File: config.mk
export PLATFORM = sky130hd
export DESIGN_NAME = dxt_block_decoder_core
export DESIGN_NICKNAME = d
export VERILOG_FILES = /design/src/rtl/core/dxt_pkg.sv /design/src/rtl/core/dxt_pal.sv /design/src/rtl/core/dxt_emit.sv /design/src/rtl/core/dxt_block_decoder_core.sv
export VERILOG_INCLUDE_DIRS = /design/src /design/src/rtl/core
export SDC_FILE = /design/constraint.sdc
export NUM_CORES = 2
export LEC_CHECK = 0
export BUFFER_PORTS_ARGS = -buffer_cell sky130_fd_sc_hd__buf_4
export CAP_MARGIN = 20
export CELL_PAD_IN_SITES_DETAIL_PLACEMENT = 1
export CELL_PAD_IN_SITES_GLOBAL_PLACEMENT = 2
export CORE_MARGIN = 5
export CORE_UTILIZATION = 45
export CTS_CLUSTER_SIZE = 10
export DETAILED_ROUTE_END_ITERATION = 10
export PLACE_DENSITY_LB_ADDON = 0.1
export SLEW_MARGIN = 20
export SYNTH_ARGS = -nofsm -noshare
export SYNTH_HDL_FRONTEND = slang
export SYNTH_SLANG_ARGS = --single-unit
export TNS_END_PERCENT = 1
File: constraint.sdc
create_clock -name clk_i -period 17.1 [get_ports clk_i]
set_clock_uncertainty 0.1 [all_clocks]
set_input_delay 1.71 -clock clk_i [delete_from_list [all_inputs] [get_ports clk_i]]
set_output_delay 1.71 -clock clk_i [all_outputs]
set_load 0.01 [all_outputs]
File: src/rtl/core/dxt_block_decoder_core_assert.svh
// Assertion macros for the DXT block decoder core.
// Needs only a clock and an active-low reset in the including module.
`ifndef DXT_BLOCK_DECODER_CORE_ASSERT_SVH
`define DXT_BLOCK_DECODER_CORE_ASSERT_SVH

// same-cycle implication, disabled while in reset
`define DXT_ASSERT_IMPL(label, clk, rst_n, ante, cons) \
  label: assert property (@(posedge clk) disable iff (!rst_n) (ante) |-> (cons)) \
    else $error("dxt core: assertion failed");

// next-cycle implication, disabled while in reset
`define DXT_ASSERT_NEXT(label, clk, rst_n, ante, cons) \
  label: assert property (@(posedge clk) disable iff (!rst_n) (ante) |=> (cons)) \
    else $error("dxt core: assertion failed");

`endif

File: src/rtl/core/dxt_pkg.sv
// Shared types, constants and divide helpers for the DXT block decoder.
// No dependencies; imported by every module of the core.
package dxt_pkg;

  typedef enum logic [1:0] {
    FMT_DXT1 = 2'd0,
    FMT_DXT3 = 2'd1,
    FMT_DXT5 = 2'd2
  } fmt_e;

  localparam int unsigned CFG_INDEX_W = 2;
  localparam int unsigned CFG_DATA_W  = 16;

  localparam logic [CFG_INDEX_W-1:0] REG_FORMAT = 2'd0;
  localparam logic [CFG_INDEX_W-1:0] REG_WIDTH  = 2'd1;
  localparam logic [CFG_INDEX_W-1:0] REG_HEIGHT = 2'd2;

  // reciprocals for exact truncating division over the ranges used here
  localparam logic [20:0] RECIP3   = 21'd683;      // n < 2048, shift 11
  localparam logic [21:0] RECIP5   = 22'd1639;     // n < 2730, shift 13
  localparam logic [22:0] RECIP7   = 23'd2341;     // n < 5461, shift 14
  localparam logic [26:0] EXPAND5K = 27'd2156535;  // 255 * 8457, shift 18
  localparam logic [28:0] EXPAND6K = 29'd4244475;  // 255 * 16645, shift 20

  typedef struct packed {
    logic [63:0] alpha_word;
    logic [63:0] color_word;
  } in_item_t;

  typedef struct packed {
    logic [13:0] pixel_x;
    logic [13:0] pixel_y;
    logic [7:0]  red;
    logic [7:0]  green;
    logic [7:0]  blue;
    logic [7:0]  alpha;
    logic        block_end;
  } out_item_t;

  typedef struct packed {
    logic [7:0] r;
    logic [7:0] g;
    logic [7:0] b;
  } rgb_t;

  typedef struct packed {
    fmt_e        fmt;
    logic        four;
    rgb_t        e0;
    rgb_t        e1;
    logic [31:0] cidx;
    logic [63:0] aw;
    logic [2:0]  nx;
    logic [2:0]  ny;
  } blk_t;

  typedef struct packed {
    rgb_t [3:0]       color;
    logic [3:0][7:0]  calpha;
    logic [7:0][7:0]  apal;
  } pal_t;

  typedef struct packed {
    logic busy;
    logic load_ready;
  } emit_stat_t;

  function automatic logic [7:0] div3(input logic [9:0] n);
    logic [20:0] p;
    p = 21'(n) * RECIP3;
    return p[18:11];
  endfunction

  function automatic logic [7:0] div5(input logic [10:0] n);
    logic [21:0] p;
    p = 22'(n) * RECIP5;
    return p[20:13];
  endfunction

  function automatic logic [7:0] div7(input logic [10:0] n);
    logic [22:0] p;
    p = 23'(n) * RECIP7;
    return p[21:14];
  endfunction

  // x * 255 / 31, truncating
  function automatic logic [7:0] expand5(input logic [4:0] x);
    logic [26:0] p;
    p = 27'(x) * EXPAND5K;
    return p[25:18];
  endfunction

  // x * 255 / 63, truncating
  function automatic logic [7:0] expand6(input logic [5:0] x);
    logic [28:0] p;
    p = 29'(x) * EXPAND6K;
    return p[27:20];
  endfunction

  function automatic rgb_t expand565(input logic [15:0] c);
    rgb_t v;
    v.r = expand5(c[15:11]);
    v.g = expand6(c[10:5]);
    v.b = expand5(c[4:0]);
    return v;
  endfunction

endpackage

File: src/rtl/core/dxt_pal.sv
// Colour and alpha palette builder for one staged block.
// Depends on dxt_pkg for the block and palette types and divide helpers.
module dxt_pal import dxt_pkg::*; (
  input  blk_t blk_i,
  output pal_t pal_o
);

  function automatic logic [7:0] mix3(input logic [7:0] a, input logic [7:0] b);
    return div3({1'b0, a, 1'b0} + {2'b00, b});
  endfunction

  function automatic logic [7:0] half(input logic [7:0] a, input logic [7:0] b);
    logic [8:0] s;
    s = {1'b0, a} + {1'b0, b};
    return s[8:1];
  endfunction

  logic [7:0] a0, a1;

  assign a0 = blk_i.aw[7:0];
  assign a1 = blk_i.aw[15:8];

  always_comb begin
    pal_o.color[0] = blk_i.e0;
    pal_o.color[1] = blk_i.e1;
    if (blk_i.four) begin
      pal_o.color[2].r = mix3(blk_i.e0.r, blk_i.e1.r);
      pal_o.color[2].g = mix3(blk_i.e0.g, blk_i.e1.g);
      pal_o.color[2].b = mix3(blk_i.e0.b, blk_i.e1.b);
      pal_o.color[3].r = mix3(blk_i.e1.r, blk_i.e0.r);
      pal_o.color[3].g = mix3(blk_i.e1.g, blk_i.e0.g);
      pal_o.color[3].b = mix3(blk_i.e1.b, blk_i.e0.b);
    end else begin
      pal_o.color[2].r = half(blk_i.e0.r, blk_i.e1.r);
      pal_o.color[2].g = half(blk_i.e0.g, blk_i.e1.g);
      pal_o.color[2].b = half(blk_i.e0.b, blk_i.e1.b);
      pal_o.color[3]   = '0;
    end
    pal_o.calpha[0] = 8'hFF;
    pal_o.calpha[1] = 8'hFF;
    pal_o.calpha[2] = 8'hFF;
    pal_o.calpha[3] = blk_i.four ? 8'hFF : 8'h00;
  end

  // alpha palette: sevenths when a0 > a1, else fifths plus fully clear and opaque
  always_comb begin
    pal_o.apal = '0;
    pal_o.apal[0] = a0;
    pal_o.apal[1] = a1;
    if (a0 > a1) begin
      for (int k = 1; k <= 6; k++) begin
        pal_o.apal[k+1] = div7(11'(7 - k) * {3'b000, a0} + 11'(k) * {3'b000, a1});
      end
    end else begin
      for (int k = 1; k <= 4; k++) begin
        pal_o.apal[k+1] = div5(11'(5 - k) * {3'b000, a0} + 11'(k) * {3'b000, a1});
      end
      pal_o.apal[6] = 8'h00;
      pal_o.apal[7] = 8'hFF;
    end
  end

endmodule

File: src/rtl/core/dxt_emit.sv
// Texel sweep of a decoded block and palette: one texel a cycle unless stalled.
// Depends on dxt_pkg for block, palette, status and result types.
module dxt_emit import dxt_pkg::*; #(
  parameter int unsigned BLK_W = 12
) (
  input  logic             clk_i,
  input  logic             rst_ni,
  input  logic             load_valid_i,
  input  blk_t             blk_i,
  input  pal_t             pal_i,
  input  logic [BLK_W-1:0] col_i,
  input  logic [BLK_W-1:0] row_i,
  output emit_stat_t       stat_o,
  output logic             out_valid_o,
  input  logic             out_stall_i,
  output out_item_t        out_data_o
);

  localparam int unsigned XW = BLK_W + 2;

  logic             em_valid_q, em_valid_d;
  logic [3:0]       tex_q, tex_d;
  blk_t             blk_q;
  pal_t             pal_q;
  logic [BLK_W-1:0] col_q, row_q;
  logic             out_valid_q, out_valid_d;
  out_item_t        out_q, out_d;

  logic       adv, done, load, vis;
  logic [1:0] last_x, last_y;
  logic [1:0] ci_arr  [16];
  logic [3:0] nib_arr [16];
  logic [2:0] aix_arr [16];
  logic [1:0] ci;
  logic [3:0] nib;
  logic [2:0] aix;
  logic [XW-1:0] px, py;
  logic [7:0] alpha;

  always_comb begin
    for (int i = 0; i < 16; i++) begin
      ci_arr[i]  = blk_q.cidx[2*i +: 2];
      nib_arr[i] = blk_q.aw[4*i +: 4];
      aix_arr[i] = blk_q.aw[16 + 3*i +: 3];
    end
  end

  assign ci  = ci_arr[tex_q];
  assign nib = nib_arr[tex_q];
  assign aix = aix_arr[tex_q];

  // loaded blocks always have at least one visible column and row
  assign last_x = 2'(blk_q.nx - 3'd1);
  assign last_y = 2'(blk_q.ny - 3'd1);
  assign vis    = ({1'b0, tex_q[1:0]} < blk_q.nx) && ({1'b0, tex_q[3:2]} < blk_q.ny);

  assign adv  = em_valid_q && (!out_valid_q || !out_stall_i);
  assign done = adv && (tex_q == {last_y, last_x});
  assign load = load_valid_i && (!em_valid_q || done);

  assign stat_o.busy       = em_valid_q;
  assign stat_o.load_ready = !em_valid_q || done;

  assign px = {col_q, tex_q[1:0]};
  assign py = {row_q, tex_q[3:2]};

  always_comb begin
    unique case (blk_q.fmt)
      FMT_DXT1: alpha = pal_q.calpha[ci];
      FMT_DXT3: alpha = {nib, nib};
      FMT_DXT5: alpha = pal_q.apal[aix];
      default:  alpha = pal_q.apal[aix];
    endcase
  end

  always_comb begin
    em_valid_d  = em_valid_q;
    tex_d       = tex_q;
    out_valid_d = out_valid_q;
    out_d       = out_q;
    if (out_valid_q && !out_stall_i) begin
      out_valid_d = 1'b0;
    end
    if (adv) begin
      tex_d = tex_q + 4'd1;
      if (vis) begin
        out_valid_d     = 1'b1;
        out_d.pixel_x   = 14'(px);
        out_d.pixel_y   = 14'(py);
        out_d.red       = pal_q.color[ci].r;
        out_d.green     = pal_q.color[ci].g;
        out_d.blue      = pal_q.color[ci].b;
        out_d.alpha     = alpha;
        out_d.block_end = (tex_q == {last_y, last_x});
      end
    end
    if (done) begin
      em_valid_d = 1'b0;
    end
    if (load) begin
      em_valid_d = 1'b1;
      tex_d      = 4'd0;
    end
  end

  always_ff @(posedge clk_i or negedge rst_ni) begin
    if (!rst_ni) begin
      em_valid_q  <= 1'b0;
      tex_q       <= 4'd0;
      out_valid_q <= 1'b0;
    end else begin
      em_valid_q  <= em_valid_d;
      tex_q       <= tex_d;
      out_valid_q <= out_valid_d;
    end
  end

  always_ff @(posedge clk_i) begin
    out_q <= out_d;
    if (load) begin
      blk_q <= blk_i;
      pal_q <= pal_i;
      col_q <= col_i;
      row_q <= row_i;
    end
  end

  assign out_valid_o = out_valid_q;
  assign out_data_o  = out_q;

endmodule

File: src/rtl/core/dxt_block_decoder_core.sv
// DXT1/DXT3/DXT5 block decoder: one 4x4 block in, up to sixteen RGBA pixels out.
// Path: a block is staged, loaded into the sweep, and each pixel is registered.
// Throughput: one texel a cycle in the sweep when the output is not stalled;
// a block is swept up to its last visible texel; a fully clipped one is dropped.
// Reset: block counters to zero, format DXT1, width and height 1; no clearing pass.
// Depends on dxt_pkg, dxt_pal, dxt_emit and dxt_block_decoder_core_assert.svh.
`include "dxt_block_decoder_core_assert.svh"

module dxt_block_decoder_core import dxt_pkg::*; #(
  parameter int unsigned MAX_SIDE = 16384
) (
  input  logic                   clk_i,
  input  logic                   rst_ni,
  input  logic                   in_valid_i,
  output logic                   in_stall_o,
  input  in_item_t               in_data_i,
  output logic                   out_valid_o,
  input  logic                   out_stall_i,
  output out_item_t              out_data_o,
  input  logic                   cfg_valid_i,
  output logic                   cfg_ready_o,
  input  logic [CFG_INDEX_W-1:0] cfg_index_i,
  input  logic [CFG_DATA_W-1:0]  cfg_data_i
);

  localparam int unsigned BLKS   = (MAX_SIDE + 3) / 4;
  localparam int unsigned BLK_W  = (BLKS > 1) ? $clog2(BLKS) : 1;
  localparam int unsigned SIDE_W = $clog2(MAX_SIDE + 1);
  localparam int unsigned CW     = (SIDE_W > 15) ? SIDE_W : 15;

  logic [1:0]       fmt_q;
  logic [14:0]      width_q, height_q;
  logic [BLK_W-1:0] col_q, col_d, row_q, row_d;
  logic             s1_valid_q, s1_valid_d;
  blk_t             s1_blk_q, blk_d;
  logic [BLK_W-1:0] s1_col_q, s1_row_q;

  logic             accept, s1_vis, s1_take;
  logic [CW-1:0]    w_eff, h_eff;
  logic [CW:0]      bx_cnt, by_cnt, base_x, base_y, rem_x, rem_y;
  logic [BLK_W:0]   col_inc, row_inc;
  pal_t             pal;
  emit_stat_t       em_stat;

  function automatic logic [CW-1:0] clamp_side(input logic [14:0] v);
    logic [CW-1:0] e;
    e = CW'(v);
    if (e == '0) begin
      return CW'(1);
    end else if (e > CW'(MAX_SIDE)) begin
      return CW'(MAX_SIDE);
    end
    return e;
  endfunction

  // configuration: always ready, writes beyond the list are dropped
  assign cfg_ready_o = 1'b1;

  always_ff @(posedge clk_i or negedge rst_ni) begin
    if (!rst_ni) begin
      fmt_q    <= FMT_DXT1;
      width_q  <= 15'd1;
      height_q <= 15'd1;
    end else if (cfg_valid_i) begin
      case (cfg_index_i)
        REG_FORMAT: fmt_q    <= cfg_data_i[1:0];
        REG_WIDTH:  width_q  <= cfg_data_i[14:0];
        REG_HEIGHT: height_q <= cfg_data_i[14:0];
        default:    ;
      endcase
    end
  end

  assign w_eff  = clamp_side(width_q);
  assign h_eff  = clamp_side(height_q);
  assign bx_cnt = ({1'b0, w_eff} + (CW+1)'(3)) >> 2;
  assign by_cnt = ({1'b0, h_eff} + (CW+1)'(3)) >> 2;
  assign base_x = (CW+1)'({col_q, 2'b00});
  assign base_y = (CW+1)'({row_q, 2'b00});
  assign rem_x  = {1'b0, w_eff} - base_x;
  assign rem_y  = {1'b0, h_eff} - base_y;

  // decode what the block needs before it reaches the palette stage
  always_comb begin
    unique case (fmt_q)
      FMT_DXT1: blk_d.fmt = FMT_DXT1;
      FMT_DXT3: blk_d.fmt = FMT_DXT3;
      default:  blk_d.fmt = FMT_DXT5;
    endcase
    blk_d.four = (fmt_q != FMT_DXT1) ||
                 (in_data_i.color_word[15:0] > in_data_i.color_word[31:16]);
    blk_d.e0   = expand565(in_data_i.color_word[15:0]);
    blk_d.e1   = expand565(in_data_i.color_word[31:16]);
    blk_d.cidx = in_data_i.color_word[63:32];
    blk_d.aw   = in_data_i.alpha_word;
    if (base_x >= {1'b0, w_eff}) begin
      blk_d.nx = 3'd0;
    end else if (rem_x >= (CW+1)'(4)) begin
      blk_d.nx = 3'd4;
    end else begin
      blk_d.nx = rem_x[2:0];
    end
    if (base_y >= {1'b0, h_eff}) begin
      blk_d.ny = 3'd0;
    end else if (rem_y >= (CW+1)'(4)) begin
      blk_d.ny = 3'd4;
    end else begin
      blk_d.ny = rem_y[2:0];
    end
  end

  // drop a fully clipped block without waiting for the sweep
  assign s1_vis     = (s1_blk_q.nx != 3'd0) && (s1_blk_q.ny != 3'd0);
  assign s1_take    = !s1_vis || em_stat.load_ready;
  assign in_stall_o = s1_valid_q && !s1_take;
  assign accept     = in_valid_i && !in_stall_o;

  assign col_inc = {1'b0, col_q} + (BLK_W+1)'(1);
  assign row_inc = {1'b0, row_q} + (BLK_W+1)'(1);

  always_comb begin
    col_d      = col_q;
    row_d      = row_q;
    s1_valid_d = s1_valid_q;
    if (s1_valid_q && s1_take) begin
      s1_valid_d = 1'b0;
    end
    if (accept) begin
      s1_valid_d = 1'b1;
      if ((CW+1)'(col_inc) >= bx_cnt) begin
        col_d = '0;
        if ((CW+1)'(row_inc) >= by_cnt) begin
          row_d = '0;
        end else begin
          row_d = row_inc[BLK_W-1:0];
        end
      end else begin
        col_d = col_inc[BLK_W-1:0];
      end
    end
  end

  always_ff @(posedge clk_i or negedge rst_ni) begin
    if (!rst_ni) begin
      col_q      <= '0;
      row_q      <= '0;
      s1_valid_q <= 1'b0;
    end else begin
      col_q      <= col_d;
      row_q      <= row_d;
      s1_valid_q <= s1_valid_d;
    end
  end

  always_ff @(posedge clk_i) begin
    if (accept) begin
      s1_blk_q <= blk_d;
      s1_col_q <= col_q;
      s1_row_q <= row_q;
    end
  end

  dxt_pal u_pal (
    .blk_i (s1_blk_q),
    .pal_o (pal)
  );

  dxt_emit #(
    .BLK_W (BLK_W)
  ) u_emit (
    .clk_i        (clk_i),
    .rst_ni       (rst_ni),
    .load_valid_i (s1_valid_q && s1_vis),
    .blk_i        (s1_blk_q),
    .pal_i        (pal),
    .col_i        (s1_col_q),
    .row_i        (s1_row_q),
    .stat_o       (em_stat),
    .out_valid_o  (out_valid_o),
    .out_stall_i  (out_stall_i),
    .out_data_o   (out_data_o)
  );

  `DXT_ASSERT_IMPL(a_clipped_never_stalls, clk_i, rst_ni, s1_valid_q && !s1_vis, !in_stall_o)
  `DXT_ASSERT_IMPL(a_mid_block_keeps_sweep, clk_i, rst_ni,
                   out_valid_o && !out_stall_i && !out_data_o.block_end, em_stat.busy)
  `DXT_ASSERT_NEXT(a_row_moves_on_wrap, clk_i, rst_ni, accept,
                   (row_q == $past(row_q)) || (col_q == '0))

endmodule
==> metrics <==
GP Congestion=between 0.8 and 0.9; Die Width=roughly 390 um; Arr. time, crit path=slightly above 9 ns; Total Routing Usage GR=between 20% and 30%; row count=138; gr ovfl total=0; Post-Syn Nets=between 7000 and 8000; # Post-CTS Setup Buffers=0; Ports=about 220; Post-synth EDFFs=511; Buffers on Ports=approximately 210; delay of the slowest cell on the worst path=between 0.7 and 0.8 ns; Max FO, Critical Path=8; Yosys warnings=0; Area Growth Syn to Fin=10.10%; post-synthesis compound-gate area fraction=8.718%; Setup violations, final=0; pre-CTS WS=8.140 ns; GRT busiest layer=met2; sequential area share after synthesis=between 20% and 30%; Routed wire per std cell=21.26 um; WL final=~170000 um; Rel. slew slack=between 20 and 30%; CORE AREA=~140000 um2; Final WS setup=between 8 and 9 ns; M3 GR Usage=about 3.6%; period utilization=52.07%; nets=approximately 8000; vias in the first global route=46780; DR DRC count=0; crit path kind=flop to flop; Die Y=around 390 um; Hold Vio Cnt, Final=0; Synth Area in Simple Gates=between 6 and 7%; DRT antenna net count=0; crit end category=flop; Worst setup SP type=flop; syn avg cell area=around 11 um2; CP max-delay cell=edfxtp_1; #FFs+latches synth=574; WP buf/inv=5; layout cells sized above 1=~8.5%; CTS sink cnt=roughly 570; GRT met1 Usage=between 30 and 40%; H-tree depth=3; mux contribution to synthesized area=under 10%; maxcap violations=0; fmax=about 110 MHz; hpwl dp=between 100000 and 150000 um; cell count after synthesis=approximately 5600; Reg area=~17000 um2; met2 global-route usage=37.54%; starting density of the core=45.21%; area of the mapped netlist=approximately 64000 um2; hold_buf cts=0; Die ar.=about 150000 um2; Filler cells=15143; Worst Tran Pin Value=roughly 1.1 ns; pins over their slew limit=0; clk slew on worst S/H paths=about 0.060 ns; Pre-antenna DRT Iters=5; Vias=between 40000 and 50000; unrepaired setup endpoints after global routing=no; root buf cell=clkbuf_16; Final min period=approximately 9 ns; main combinational cell family by area after synthesis=adder cells; share of synthesized registers carrying an async set or reset=10.98%; Main synth FF type=edfxtp_1; largest net degree at the start of global routing=~110; DRT iter0 DRCs=around 1700; worst hold path type=flop to flop; CTS tree=yes; XOR/XNOR Fraction of Synth Area=~5%; Resized cells post-CTS=0; Top delay family on crit path=adder cells; worst path required time=roughly 17 ns; CTS buffer count=76; Synth cell types=86; clk_lat worst skew=~0.69 ns; initial antenna violation count=21; first-pass GRT wire length=~260000 um; Adder-Cell Fraction of Synth Area=~44%; setup TNS=0 ns; status=finished clean; area occupied by multi-input gates=roughly 43000 um2; Max Buffers Root-to-Sink=3; vias per inst=around 5.4
kinds of logic after synthesis:
logic type               after synthesis
AO/OA/AOI/OAI                        853
XOR/XNOR                             361
adder cells (fa/ha/maj)             1940
buffers and inverters                933
flip-flops                           574
multiplexers                         137
other                                  1
AND/OR/NAND/NOR                      810
metal layers:
metal	vias up	wire length, um	part of all wire [%]
met2	586	78500	47
met5	-	69	0.041
met3	155	7106	4.3
met1	21406	77580	47
met4	10	3164	1.9
li1	20454	-	-
sequential cells by signal (all words and copies together) (netlist names), 15 cells and up:
register and count:
u_emit.pal_q 159, s1_blk_q 153, height_q 15, width_q 15, u_emit.blk_q 42, u_emit.out_data_o 61, u_emit.aix_arr 48
synth_stat cells (all sizes together), types with 16 or more instances:
master | instances | share of area, %
clkbuf | 37 | 0.23
nor2b | 76 | 0.74
mux2i | 19 | 0.30
nand3 | 73 | 0.57
fa | 497 | 16
o21ai | 160 | 1.3
ha | 1443 | 28
mux4 | 83 | 3.0
o21a | 60 | 0.71
a21oi | 231 | 1.8
nor3 | 86 | 0.68
dfrtp | 61 | 2.4
edfxtp | 511 | 24
and2 | 19 | 0.19
a31oi | 28 | 0.27
nor4 | 23 | 0.23
a21o | 94 | 1.1
o211ai | 28 | 0.33
o31ai | 19 | 0.22
a211oi | 28 | 0.33
nand4 | 30 | 0.29
nand2 | 146 | 0.86
and3 | 33 | 0.32
buf | 16 | 0.21
o21bai | 48 | 0.56
xnor2 | 259 | 3.6
xor2 | 99 | 1.4
nand2b | 38 | 0.37
o22ai | 22 | 0.22
or3 | 22 | 0.22
mux2 | 35 | 0.62
inv | 880 | 5.2
nor2 | 209 | 1.2
layout by cell type, fill, tap and decap left out, types with 12 or more instances in the layout:
cell       netlist  layout
a2111oi_0       14      14
a211o_1         12      12
a211oi_1        28      28
a21o_1          94      94
a21oi_1        230     229
a31o_2          13      13
a31oi_1         28      28
and2_1          19      19
and3_1          33      33
buf_4            3     252
clkbuf_1        35      22
clkbuf_16        0      78
dfrtp_1         61      59
edfxtp_1       511     511
fa_1           497     497
ha_1          1443    1443
inv_1          880     879
mux2_2          35      35
mux2i_1         19      19
mux4_1          12      12
mux4_2          71      71
nand2_1        146     146
nand2b_1        38      38
nand3_1         73      73
nand4_1         30      30
nor2_1         209     209
nor2b_1         76      75
nor3_1          85      84
nor4_1          23      23
o211ai_1        28      28
o21a_1          60      60
o21ai_0        159     159
o21bai_1        48      48
o22ai_1         22      22
o31ai_1         19      19
or2_2           14      14
or3_1           22      22
xnor2_1        259     259
xor2_1          99      99
worst paths after layout:
path	startpoint	end	slack [ns]	cells past startpoint
worst max-delay path	s1_blk_q[14]	u_emit.pal_q[34]	8.20	29
worst min-delay path	s1_blk_q[61]	u_emit.aix_arr[6]	0.30	0
worst max register to register	s1_blk_q[14]	u_emit.pal_q[34]	8.20	29
worst min register to register	s1_blk_q[61]	u_emit.aix_arr[6]	0.30	0
max in group asynchronous	rst_ni	u_emit.tex_q[0]	15.19	1
min in group asynchronous	rst_ni	width_q[9]	1.02	1
final cells by class:
| class | count | area share [%] |
|---|---|---|
| Multi-Input combinational cell | 4102 | 61.69 |
| Sequential cell | 574 | 24.08 |
| Inverter | 880 | 4.710 |
| Tap cell | 1890 | 3.364 |
| Clock buffer | 100 | 2.894 |
| Timing Repair Buffer | 252 | 2.691 |
| Clock inverter | 27 | 0.5500 |
| Antenna cell | 4 | 0.01424 |
per-stage QoR:
step                      cells  instance area [um2]  hold slack (ns)  utilization (%)
final                      7829                70300           0.2974            49.77
after global routing       7825                70290           0.3090            49.76
after CTS                  7825                70290           0.2936            49.76
after detailed placement   7698                67870           0.3052            48.05
after global placement     7698                67870           0.3026            48.05
after floorplan            5609                63850           0.3003                -
Power is left out: the tool's default activity adds up to more than one toggle a clock period on the data nets, which glitch-free logic cannot reach.
